**src/hdl/mrr_pkg.sv**
```systemverilog
// Shared types, constants and the CRC-16/Modbus byte update for the read responder.
package mrr_pkg;

   localparam int MIN_FRAME_BYTES_DEFAULT = 8;
   localparam int CTX_DEPTH               = 1;

   localparam logic [15:0] CRC_INIT      = 16'hFFFF;
   localparam logic [15:0] CRC_POLY      = 16'hA001;
   localparam logic [7:0]  FUNC_READ     = 8'h03;
   localparam logic [7:0]  FUNC_ERROR    = 8'hFF;
   localparam logic [7:0]  ERR_COUNT_MAX = 8'hFF;
   localparam logic [3:0]  COUNT_MAX     = 4'd15;
   localparam logic [3:0]  POS_ADDRESS   = 4'd0;
   localparam logic [3:0]  POS_FUNCTION  = 4'd1;

   // Reply byte positions.
   localparam logic [2:0] REPLY_BYTE_CRC_LO = 3'd6;
   localparam logic [2:0] REPLY_BYTE_CRC_HI = 3'd7;

   typedef struct packed {
      logic [15:0] crc;
      logic [3:0]  count;
      logic [7:0]  address;
      logic [7:0]  function_code;
      logic [7:0]  error_count;
   } ctx_type;

   localparam ctx_type CTX_RESET = '{
      crc:           CRC_INIT,
      count:         4'd0,
      address:       8'd0,
      function_code: 8'd0,
      error_count:   8'd0
   };

   // First six reply bytes; byte 0 is sent first.
   typedef logic [5:0][7:0] msg_type;

   typedef struct packed {
      logic    valid;
      msg_type msg;
   } launch_type;

   function automatic logic [15:0] crc_update(input logic [15:0] crc, input logic [7:0] b);
      logic [15:0] c;
      c = crc ^ {8'd0, b};
      for (int k = 0; k < 8; k++) begin
         if (c[0]) begin
            c = (c >> 1) ^ CRC_POLY;
         end else begin
            c = c >> 1;
         end
      end
      return c;
   endfunction

endpackage

```
**src/hdl/mrr_if.sv**
```systemverilog
// Valid/ready channel interfaces for request bytes and reply bytes.
interface mrr_req_if;
   logic        valid;
   logic        ready;
   logic [7:0]  rx_byte;
   logic        frame_end;
   logic [15:0] reading;
   modport source (output valid, rx_byte, frame_end, reading, input ready);
   modport sink (input valid, rx_byte, frame_end, reading, output ready);
endinterface

interface mrr_rsp_if;
   logic       valid;
   logic       ready;
   logic [7:0] tx_byte;
   logic       last_byte;
   modport source (output valid, tx_byte, last_byte, input ready);
   modport sink (input valid, tx_byte, last_byte, output ready);
endinterface

```
**src/hdl/modbus_rtu_read_responder_top.sv**
```systemverilog
// Top level of the Modbus RTU read responder.
//
// The req channel carries one received byte per beat, or a frame-end beat
// (frame_end high) that closes the frame and samples reading. The rsp channel
// carries reply bytes in transmit order; last_byte marks the eighth.
// csr_write_enable/csr_write_data set the station address (reset value 1).
//
// Data beats are taken one per cycle. The frame context (CRC, byte count,
// address, function, error count) lives in a one-entry RAM that is read when
// a beat is taken and written back when that beat's update completes; the
// written value is forwarded when beats follow each other directly.
// A frame end that calls for a reply starts the reply once the replier is
// free, and the eight reply bytes follow one per cycle while rsp is ready.
// A further frame end that needs a reply waits while the previous reply is
// still going out; data beats keep flowing in the meantime, and req stalls
// only then. A stalled receiver holds the current reply byte.
// Reset clears the context to its initial values and drops any reply in
// progress; no clearing pass is needed.
module modbus_rtu_read_responder_top #(
   parameter int MIN_FRAME_BYTES = mrr_pkg::MIN_FRAME_BYTES_DEFAULT
) (
   input  logic       clock,
   input  logic       reset,
   mrr_req_if.sink    req,
   mrr_rsp_if.source  rsp,
   input  logic       csr_write_enable,
   input  logic [7:0] csr_write_data
);

   logic [7:0]          station_address_ff;
   logic                reply_free;
   mrr_pkg::launch_type launch;

   always_ff @(posedge clock) begin
      if (reset) begin
         station_address_ff <= 8'd1;
      end else if (csr_write_enable) begin
         station_address_ff <= csr_write_data;
      end
   end

   mrr_tracker #(
      .MIN_FRAME_BYTES (MIN_FRAME_BYTES)
   ) u_tracker (
      .clock           (clock),
      .reset           (reset),
      .req             (req),
      .station_address (station_address_ff),
      .reply_free      (reply_free),
      .launch          (launch)
   );

   mrr_replier u_replier (
      .clock      (clock),
      .reset      (reset),
      .launch     (launch),
      .reply_free (reply_free),
      .rsp        (rsp)
   );

endmodule

```
**src/hdl/mrr_ram.sv**
```systemverilog
// Generic simple dual-port synchronous RAM (one write port, one read port) with registered read data.
module mrr_ram #(
   parameter int WIDTH = 8,
   parameter int DEPTH = 1,
   parameter int AW    = (DEPTH > 1) ? $clog2(DEPTH) : 1
) (
   input  logic             clock,
   input  logic             wr_en,
   input  logic [AW-1:0]    wr_addr,
   input  logic [WIDTH-1:0] wr_data,
   input  logic             rd_en,
   input  logic [AW-1:0]    rd_addr,
   output logic [WIDTH-1:0] rd_data
);

   logic [WIDTH-1:0] mem [DEPTH];
   logic [WIDTH-1:0] rd_data_ff;

   always_ff @(posedge clock) begin
      if (wr_en) begin
         mem[wr_addr] <= wr_data;
      end
      if (rd_en) begin
         rd_data_ff <= mem[rd_addr];
      end
   end

   assign rd_data = rd_data_ff;

endmodule

```
**src/hdl/mrr_tracker.sv**
```systemverilog
// Frame tracker: reads the frame context from RAM, updates it per beat and writes it back.
module mrr_tracker #(
   parameter int MIN_FRAME_BYTES = mrr_pkg::MIN_FRAME_BYTES_DEFAULT
) (
   input  logic                clock,
   input  logic                reset,
   mrr_req_if.sink             req,
   input  logic [7:0]          station_address,
   input  logic                reply_free,
   output mrr_pkg::launch_type launch
);

   localparam int AW = (mrr_pkg::CTX_DEPTH > 1) ? $clog2(mrr_pkg::CTX_DEPTH) : 1;
   localparam logic [3:0] MIN_COUNT = 4'(MIN_FRAME_BYTES);

   logic            s1_valid_ff, s1_valid_in;
   logic [7:0]      s1_byte_ff;
   logic            s1_end_ff;
   logic [15:0]     s1_reading_ff;
   logic            fwd_valid_ff, fwd_valid_in;
   mrr_pkg::ctx_type fwd_ctx_ff;
   logic            mem_valid_ff;

   mrr_pkg::ctx_type ram_q, ctx_cur, ctx_next;
   logic            accept, s1_done;
   logic            long_frame, crc_bad, reply_go;
   logic [7:0]      err_next;
   mrr_pkg::msg_type msg;

   assign accept    = req.valid && req.ready;
   assign req.ready = !s1_valid_ff || s1_done;

   mrr_ram #(
      .WIDTH ($bits(mrr_pkg::ctx_type)),
      .DEPTH (mrr_pkg::CTX_DEPTH)
   ) u_ctx_ram (
      .clock   (clock),
      .wr_en   (s1_done),
      .wr_addr (AW'(0)),
      .wr_data (ctx_next),
      .rd_en   (accept),
      .rd_addr (AW'(0)),
      .rd_data (ram_q)
   );

   // A write at the same edge as the read returns stale data, so the written
   // context is forwarded to the next beat.
   always_comb begin
      if (fwd_valid_ff) begin
         ctx_cur = fwd_ctx_ff;
      end else if (mem_valid_ff) begin
         ctx_cur = ram_q;
      end else begin
         ctx_cur = mrr_pkg::CTX_RESET;
      end
   end

   always_comb begin
      long_frame = ctx_cur.count >= MIN_COUNT;
      crc_bad    = ctx_cur.crc != 16'd0;
      err_next   = ctx_cur.error_count;
      if (long_frame && crc_bad && ctx_cur.error_count != mrr_pkg::ERR_COUNT_MAX) begin
         err_next = ctx_cur.error_count + 8'd1;
      end
      reply_go = long_frame && (crc_bad || (ctx_cur.address == station_address
                                            && ctx_cur.function_code == mrr_pkg::FUNC_READ));
      if (crc_bad) begin
         msg = {err_next, 8'd0, 8'd0, 8'd0, mrr_pkg::FUNC_ERROR, station_address};
      end else begin
         msg = {s1_reading_ff[7:0], s1_reading_ff[15:8], 8'd0, 8'd0,
                mrr_pkg::FUNC_READ, ctx_cur.address};
      end

      ctx_next = ctx_cur;
      if (s1_end_ff) begin
         ctx_next             = mrr_pkg::CTX_RESET;
         ctx_next.error_count = err_next;
      end else begin
         ctx_next.crc = mrr_pkg::crc_update(ctx_cur.crc, s1_byte_ff);
         if (ctx_cur.count == mrr_pkg::POS_ADDRESS) begin
            ctx_next.address = s1_byte_ff;
         end
         if (ctx_cur.count == mrr_pkg::POS_FUNCTION) begin
            ctx_next.function_code = s1_byte_ff;
         end
         if (ctx_cur.count != mrr_pkg::COUNT_MAX) begin
            ctx_next.count = ctx_cur.count + 4'd1;
         end
      end
   end

   assign s1_done      = s1_valid_ff && (!s1_end_ff || !reply_go || reply_free);
   assign launch.valid = s1_valid_ff && s1_end_ff && reply_go && reply_free;
   assign launch.msg   = msg;

   always_comb begin
      s1_valid_in  = s1_valid_ff;
      fwd_valid_in = fwd_valid_ff;
      if (accept) begin
         s1_valid_in  = 1'b1;
         fwd_valid_in = s1_done;
      end else if (s1_done) begin
         s1_valid_in = 1'b0;
      end
   end

   always_ff @(posedge clock) begin
      if (reset) begin
         s1_valid_ff  <= 1'b0;
         fwd_valid_ff <= 1'b0;
         mem_valid_ff <= 1'b0;
      end else begin
         s1_valid_ff  <= s1_valid_in;
         fwd_valid_ff <= fwd_valid_in;
         if (s1_done) begin
            mem_valid_ff <= 1'b1;
         end
      end
   end

   always_ff @(posedge clock) begin
      if (accept) begin
         s1_byte_ff    <= req.rx_byte;
         s1_end_ff     <= req.frame_end;
         s1_reading_ff <= req.reading;
         fwd_ctx_ff    <= ctx_next;
      end
   end

endmodule

```
**src/hdl/mrr_replier.sv**
```systemverilog
// Reply sequencer: sends six message bytes and their CRC, one beat per cycle while rsp is ready.
module mrr_replier (
   input  logic                clock,
   input  logic                reset,
   input  mrr_pkg::launch_type launch,
   output logic                reply_free,
   mrr_rsp_if.source           rsp
);

   logic             busy_ff;
   logic [2:0]       idx_ff;
   mrr_pkg::msg_type msg_ff;
   logic [15:0]      crc_ff;
   logic             take;
   logic [7:0]       cur_byte;

   assign take       = busy_ff && rsp.ready;
   assign reply_free = !busy_ff || (take && idx_ff == mrr_pkg::REPLY_BYTE_CRC_HI);

   always_comb begin
      case (idx_ff)
         3'd0:                       cur_byte = msg_ff[0];
         3'd1:                       cur_byte = msg_ff[1];
         3'd2:                       cur_byte = msg_ff[2];
         3'd3:                       cur_byte = msg_ff[3];
         3'd4:                       cur_byte = msg_ff[4];
         3'd5:                       cur_byte = msg_ff[5];
         mrr_pkg::REPLY_BYTE_CRC_LO: cur_byte = crc_ff[7:0];
         default:                    cur_byte = crc_ff[15:8];
      endcase
   end

   assign rsp.valid     = busy_ff;
   assign rsp.tx_byte   = cur_byte;
   assign rsp.last_byte = idx_ff == mrr_pkg::REPLY_BYTE_CRC_HI;

   always_ff @(posedge clock) begin
      if (reset) begin
         busy_ff <= 1'b0;
         idx_ff  <= 3'd0;
      end else if (launch.valid) begin
         busy_ff <= 1'b1;
         idx_ff  <= 3'd0;
      end else if (take) begin
         idx_ff <= idx_ff + 3'd1;
         if (idx_ff == mrr_pkg::REPLY_BYTE_CRC_HI) begin
            busy_ff <= 1'b0;
         end
      end
   end

   // The CRC accumulates over the message bytes as they go out.
   always_ff @(posedge clock) begin
      if (launch.valid) begin
         msg_ff <= launch.msg;
         crc_ff <= mrr_pkg::CRC_INIT;
      end else if (take && idx_ff < mrr_pkg::REPLY_BYTE_CRC_LO) begin
         crc_ff <= mrr_pkg::crc_update(crc_ff, cur_byte);
      end
   end

endmodule

```
**src/flat_wrapper.sv**
```systemverilog
// flat-port wrapper written by rule: the top's interface ports become plain ports
module modbus_rtu_read_responder_top_flat 
#(
   parameter int MIN_FRAME_BYTES = mrr_pkg::MIN_FRAME_BYTES_DEFAULT
)
  (clock, reset, csr_write_enable, csr_write_data, req_valid, req_rx_byte, req_frame_end, req_reading, req_ready, rsp_valid, rsp_tx_byte, rsp_last_byte, rsp_ready);
  mrr_req_if req_i ();
  mrr_rsp_if rsp_i ();
  input  logic clock;
  input  logic reset;
  input  logic csr_write_enable;
  input  logic [7:0] csr_write_data;
  input wire logic [$bits(req_i.valid)-1:0] req_valid;
  input wire logic [$bits(req_i.rx_byte)-1:0] req_rx_byte;
  input wire logic [$bits(req_i.frame_end)-1:0] req_frame_end;
  input wire logic [$bits(req_i.reading)-1:0] req_reading;
  output wire logic [$bits(req_i.ready)-1:0] req_ready;
  output wire logic [$bits(rsp_i.valid)-1:0] rsp_valid;
  output wire logic [$bits(rsp_i.tx_byte)-1:0] rsp_tx_byte;
  output wire logic [$bits(rsp_i.last_byte)-1:0] rsp_last_byte;
  input wire logic [$bits(rsp_i.ready)-1:0] rsp_ready;
  assign req_i.valid = req_valid;
  assign req_i.rx_byte = req_rx_byte;
  assign req_i.frame_end = req_frame_end;
  assign req_i.reading = req_reading;
  assign req_ready = req_i.ready;
  assign rsp_valid = rsp_i.valid;
  assign rsp_tx_byte = rsp_i.tx_byte;
  assign rsp_last_byte = rsp_i.last_byte;
  assign rsp_i.ready = rsp_ready;
  modbus_rtu_read_responder_top #(.MIN_FRAME_BYTES(MIN_FRAME_BYTES)) u_core (.clock(clock), .reset(reset), .req(req_i), .rsp(rsp_i), .csr_write_enable(csr_write_enable), .csr_write_data(csr_write_data));
endmodule
```
**config.mk**
```make
export PLATFORM = sky130hd
export DESIGN_NAME = modbus_rtu_read_responder_top_flat
export DESIGN_NICKNAME = d
export VERILOG_FILES = /design/src/hdl/mrr_pkg.sv /design/src/hdl/mrr_if.sv /design/src/hdl/modbus_rtu_read_responder_top.sv /design/src/hdl/mrr_ram.sv /design/src/hdl/mrr_tracker.sv /design/src/hdl/mrr_replier.sv /design/src/flat_wrapper.sv
export SDC_FILE = /design/constraint.sdc
export NUM_CORES = 1
export LEC_CHECK = 0
export BUFFER_PORTS_ARGS = -buffer_cell sky130_fd_sc_hd__buf_2
export CAP_MARGIN = 20
export CELL_PAD_IN_SITES_DETAIL_PLACEMENT = 1
export CELL_PAD_IN_SITES_GLOBAL_PLACEMENT = 1
export CORE_UTILIZATION = 40
export CTS_BUF_LIST = sky130_fd_sc_hd__clkbuf_16
export DETAILED_ROUTE_END_ITERATION = 10
export PLACE_DENSITY = 0.63
export SYNTH_ARGS = -nofsm -noshare
export SYNTH_HDL_FRONTEND = slang
export SYNTH_SLANG_ARGS = --single-unit
```
**constraint.sdc**
```tcl
create_clock -name clock -period 8.3 [get_ports clock]
set_clock_uncertainty 0.2 [all_clocks]
set_input_delay 0 -clock clock [delete_from_list [all_inputs] [get_ports clock]]
set_output_delay 0 -clock clock [all_outputs]
set_load 0.005 [all_outputs]
```
* Word level (Yosys, flattened, before mapping) *
Memory sizes are Yosys's and may differ from the RTL's. A register that Yosys moved wholly into a read port is not among the register bits.
Cells that the tools add are included.

word-level totals
  register bits after elaboration = 148
  output and inout bits = 11
  input bits = 38
  RAM bits = 44
  memories = 1
  word-level logic and storage cells = 140

memories
  memory                          words  bits a word  rd ports  clocked after Yosys merged registers in  write ports  line           source
  u_core.u_tracker.u_ctx_ram.mem  1      44           1         1                                        1            mrr_ram.sv:16  logic [WIDTH-1:0] mem [DEPTH];

cells by class
  add/subtract/negate cells = 3
  multiplexer cells = 54
  eq/ne operators = 12
  $lt $le $gt $ge = 2
  reductions and logical operators = 29
  bitwise logic cells = 18

operators with widths
  operator                                                          number
  16-bit 2-to-1 mux                                                 37
  44-bit 2-to-1 mux                                                 2
  8-bit one-hot mux with 7 select lines                             1
  48-bit 2-to-1 mux                                                 1
  2-bit NOT with 3-bit output                                       16
  36-bit 2-to-1 mux                                                 1
  8-bit 2-to-1 mux                                                  4
  16-bit by 8-bit bitwise XOR with 16-bit output                    2
  16-bit nonzero test                                               1
  3-bit == test (second input constant)                             4
  1-bit logical AND                                                 12
  8-bit by 1-bit adder with 8-bit output (second input constant)    1
  8-bit by 2-bit == test with 1-bit output (second input constant)  1
  8-bit == test                                                     1
  8-bit inequality test (second input constant)                     1
  1-bit 2-to-1 mux                                                  7
  3-bit by 2-bit == test with 1-bit output (second input constant)  2
  2-bit nonzero test                                                3
  1-bit logical OR                                                  5
  4-bit by 1-bit adder with 4-bit output (second input constant)    1
  4-bit by 1-bit == test with 1-bit output (second input constant)  1
  4-bit >= comparator (second input constant)                       1
  1-bit logical NOT                                                 4
  4-bit logical NOT                                                 1
  other kinds (8)                                                   8

* Longest topological paths before layout *
  depth after elaboration = 35
  depth in mapped cells = 12
  mapped depth without buffers = 10

* Hierarchy *
A second synthesis with hierarchy kept.

second synthesis, totals
  cells, all modules = 786
  area, all modules = 10615.2 µm²

by module, submodules not included
  module                         sequential area each (µm²)  area each (µm²)  instances  cells an instance
  mrr_tracker                    2132.0                      4638.2           1          450
  mrr_replier                    1841.8                      3044.2           1          222
  mrr_ram                        2642.5                      2642.5           1          88
  modbus_rtu_read_responder_top  160.2                       290.3            1          26

* Least setup slack after synthesis *
OpenSTA, ideal clock, no wires.

  kind = register to register
  start = reg u_core.u_tracker.u_ctx_ram.rd_data_ff[29] (netlist: u_core.u_tracker.u_ctx_ram.rd_data[29]) (read register of u_core.u_tracker.u_ctx_ram.mem)
  end = reg u_core.u_tracker.fwd_ctx_ff[0] in the netlist's numbering, enable pin
  cell stages (with the launch flop) = 9
  path buffers = 0
  library setup time = 0.622 ns
  data required time = 7.478 ns
  period minus slack after synthesis = 8.004 ns
  path slack = 0.296 ns
  data arrival time = 7.183 ns
  path through = edfxtp_1 > or4_1 > o22ai_1 > o21ai_1 > a21oi_2 > inv_2 > a31oi_1 > nor2_1 > a21oi_1

between the ends
  word-level cells in the longest chain between the ends = 11

ends and longest elaborated chain
  element                         line                source
  start, declared                 mrr_ram.sv:17       logic [WIDTH-1:0] rd_data_ff;
  44-bit 2-to-1 mux               mrr_tracker.sv:51   end else if (mem_valid_ff) begin
  44-bit 2-to-1 mux               mrr_tracker.sv:49   if (fwd_valid_ff) begin
  16-bit nonzero test             mrr_tracker.sv:60   crc_bad = ctx_cur.crc != 16'd0;
  1-bit logical OR                mrr_tracker.sv:65   reply_go = long_frame && (crc_bad || (ctx_cur.address == station_address
  1-bit logical AND               mrr_tracker.sv:65
  1-bit logical NOT               mrr_tracker.sv:92   assign s1_done = s1_valid_ff && (!s1_end_ff || !reply_go || reply_free);
  1-bit logical OR (2 in series)  mrr_tracker.sv:92
  1-bit logical AND               mrr_tracker.sv:92
  1-bit logical OR                mrr_tracker.sv:31   assign req.ready = !s1_valid_ff || s1_done;
  1-bit logical AND               mrr_tracker.sv:30   assign accept = req.valid && req.ready;
  via u_core.u_tracker.accept     mrr_tracker.sv:25   logic accept, s1_done;
  end signal, assigned            mrr_tracker.sv:126  fwd_ctx_ff <= ctx_next;
  end, declared                   mrr_tracker.sv:21   mrr_pkg::ctx_type fwd_ctx_ff;

The timed path passes the listed nets, and every way through them passes these cells.
A chain may end at the register's enable or synchronous reset.

==> results.py <==
metrics = {
    "outcome": {
        "run_status": "finished clean",
    },
    "setup_path": {
        "critPathBufInv": 4,
        "path_common_cell": "buf_4",
        "r2r-start": "u_core.u_tracker.fwd_valid_ff",
        "crit_chain": "buf_4 > nor2b_2 > buf_4 > a22oi_1 > xnor2_1 > nor4_1 > a31oi_1 > or3_1 > inv_2 > nor3_1 > dlygate4sd3_1",
        "cp_slowest_cell": "or3_1",
        "reg2reg_to": "u_core.u_replier.idx_ff[0]",
        "worstRegToRegCells": 11,
        "cp_top_family": "buffers and inverters",
        "crit_start": "u_core.u_tracker.fwd_valid_ff",
        "endpoint": "u_core.u_replier.idx_ff[0]",
        "cpPeakStageDelay_ps": 710,
        "worstPathMaxFanout": 41,
        "cp-start-kind": "flip-flop",
        "arrival_ps": 4790,
        "endpoint_kind": "flip-flop",
        "path_class": "flip-flop to flip-flop",
        "reg2reg_slack_ps": 3720,
        "cp.depth": 11,
        "cp.required_ps": 8510,
    },
    "floorplan": {
        "placementRows": 55,
        "die_x_um": 153.4,
        "initial_utilization_pct": 40.64,
        "chipHeight_um": 153.4,
        "die_area_um2": 23540,
        "fp.coreArea_um2": 22570,
        "io_pins": 49,
    },
    "timing": {
        "drv_slew": 0,
        "fmax_mhz": 218.2,
        "hold_violations": 0,
        "fin_crit_ps": 4584,
        "finalSetupTns_ps": 0,
        "final-setup-viol-count": 0,
        "fin_ws_ps": 3716,
        "slew_headroom_pct": 36.82,
        "worstMarginPinSlew_ps": 947.7,
        "period_share_pct": 55.23,
        "rsz0062_at_grt": "false",
    },
    "clock_network": {
        "htreeDepth": 1,
        "clkLatencyLatePin_ps": 520,
        "clk_pin_slew_ps": 60,
        "cts_num_sinks": 213,
        "clockBufferDepth": 3,
        "cts_tree": "done",
        "postCtsSetupRepairBufs": 0,
        "cts_buffers": 24,
        "root_buffer": "clkbuf_16",
    },
    "power": {
        "power_density_nw_per_um2": 238.8,
        "p_leak_nw": 4.015,
        "ir_drop_mv": 0.1869,
        "power_mw": 2.674,
    },
    "global_route": {
        "grt_util_all_layers_pct": 18.98,
        "grt_pass1_wl_mm": 34.67,
        "grt_remaining_overflow": 0,
        "antenna_found_initial": 0,
        "grt_pass1_vias": 6231,
        "grt_max_degree": 73,
    },
    "cells_and_area": {
        "fill_cells": 2282,
        "syn2layout_area_growth_pct": 22.08,
        "diodes": 0,
        "final_core_util_pct": 49.61,
        "fin_area_um2": 11200,
        "layout.nets": 839,
        "drive_gt1_share_pct": 15.95,
    },
    "routing": {
        "remaining_drc_errors": 0,
        "firstDrtPassIters": 4,
        "drt_iter0_drc": 430,
        "wl_met3_um": 880,
        "wl_per_cell_um": 20.06,
        "num_vias": 5814,
        "wl_met2_mm": 10.48,
        "avgViaCountPerCell": 5.314,
        "postRouteAntennaNets": 0,
        "wl_met1_mm": 10.07,
        "top_layer": "met4",
        "finalWirelength_mm": 21.94,
    },
    "logic_synthesis": {
        "synth.most_common_cell": "edfxtp_1",
        "netlist.area_leader.share_pct": 59.58,
        "ys_warn_count": 0,
        "synth_seq_cells": 213,
        "synth_seq_area_share_pct": 66.35,
        "synth_edf_count": 182,
        "syn_area_um2": 9173,
        "synth_largest_area_cell": "edfxtp_1",
        "syn_inst": 662,
        "synthTopCellsByArea": "edfxtp_1 60%, dfxtp_1 6.8%, xnor2_1 3.2%",
        "synthTopCellsByCount": "182 x edfxtp_1, 49 x nor2_1, 45 x nand2_1",
        "synth_ff_type": "edfxtp_1",
        "synth_cell_types": 62,
        "syn_area_per_cell_um2": 13.86,
        "async_flop_share_pct": 0,
        "synthesis.nets": 710,
    },
    "placement": {
        "placed_area_um2": 9687,
        "hpwl_mm": 13.79,
        "place_congestion": 0.7828,
        "pre_cts_slack_ps": 3699,
        "portBuffers": 48,
    },
    "flow_run": {
        "drv_cap": 0,
    },
    "min_path": {
        "min_path_type": "input port to flip-flop",
    },
}
-- cell usage in the layout, fill, tap and decap left out, types with 5 or more instances in the layout --
master           n
edfxtp_1       182
dlygate4sd3_1   78
nor2_1          49
buf_2           48
nand2_1         45
xnor2_1         34
dfxtp_1         31
clkbuf_16       24
xor2_1          23
a22oi_1         21
a211oi_1        19
nand3_1         18
inv_1           18
nand2b_1        16
o22ai_1         16
mux2i_1         16
nor3_1          12
o21ai_0         12
ha_1            10
a21oi_1          9
o211ai_1         8
and2_1           8
mux2_2           7
buf_4            7
a22o_1           6
a222oi_1         6
clkinv_1         6
nor4_1           5
a21o_1           5
-- state kept, by name, summed over array words and instances (netlist names), 3 cells and up --
signal / cells
u_core.u_tracker.s1_byte_ff: 8
u_core.u_tracker.s1_reading_ff: 16
u_core.u_tracker.u_ctx_ram.rd_data: 44
u_core.u_tracker.fwd_ctx_ff: 44
u_core.station_address_ff: 8
u_core.u_replier.crc_ff: 16
u_core.u_replier.idx_ff: 3
u_core.u_tracker.u_ctx_ram.mem: 44
u_core.u_replier.msg_ff: 25
-- logic make-up (layout without fill, tap and decap cells) --
group                    Yosys count  in the layout  synth area share (%)
AND/OR/NAND/NOR                  181            181                 10.05
flip-flops                       213            213                 66.35
adder cells (fa/ha/maj)           10             10                 1.364
buffers and inverters             47            194                 2.373
XOR/XNOR                          66             66                 7.393
multiplexers                      23             23                 2.605
AO/OA/AOI/OAI                    122            122                 9.863
-- power by group --
group	switching, mW	internal [mW]	leakage [nW]	total (mW)
logic	0.185	0.174	1.65	0.359
clock network	0.423	0.557	0.369	0.981
registers	0.0663	1.27	2.00	1.33
total	0.674	2.00	4.02	2.67
-- worst min path at each step --
stage	from	depth (start not counted)	to
floorplan	reset	1	u_core.u_replier.idx_ff[0]
global placement	req_rx_byte[5]	1	u_core.u_tracker.s1_byte_ff[5]
detailed placement	req_reading[10]	1	u_core.u_tracker.s1_reading_ff[10]
CTS	req_reading[4]	2	u_core.u_tracker.s1_reading_ff[4]
global route	req_reading[4]	2	u_core.u_tracker.s1_reading_ff[4]
finish	req_reading[4]	2	u_core.u_tracker.s1_reading_ff[4]
-- worst reg2reg max path, stage by stage (launching register included) --
cell and delay (ps):
dfxtp_1 290, buf_4 260, nor2b_2 370, buf_4 370, a22oi_1 210, xnor2_1 180, nor4_1 360, a31oi_1 170
or3_1 710, inv_2 670, nor3_1 100, dlygate4sd3_1 580
-- what timing repair did --
action                    in CTS  in global routing
hold endpoints to repair      40                  1
gates resized for setup        0                  0
hold buffers                  77                  1
-- cell type report --
class                   instances  area (um2)  share of cell area (%)
well taps                     285       356.6                   3.184
repair buffers                133        1074                   9.587
clock buffers                  24       600.6                   5.363
flip-flops and latches        213        6086                   54.35
multi-input cells             402        2888                   25.79
clock inverters                20       130.1                   1.162
inverters                      17       63.81                  0.5698
-- layer usage --
layer | track usage (%) | vias up
li1 | - | 2751
met1 | 25.35 | 2918
met2 | 31.46 | 107
met3 | 3.261 | 38
met4 | 6.143 | 0
met5 | 0 | -
-- metrics by stage --
step,hold WS [ps],instances
after global placement,-23.56,972
after floorplan,-122.6,662
after CTS,5.824,1093
after global routing,11.74,1094
final,15.67,1094
after detailed placement,-21.22,972
Power figures use the tool's default switching activity.
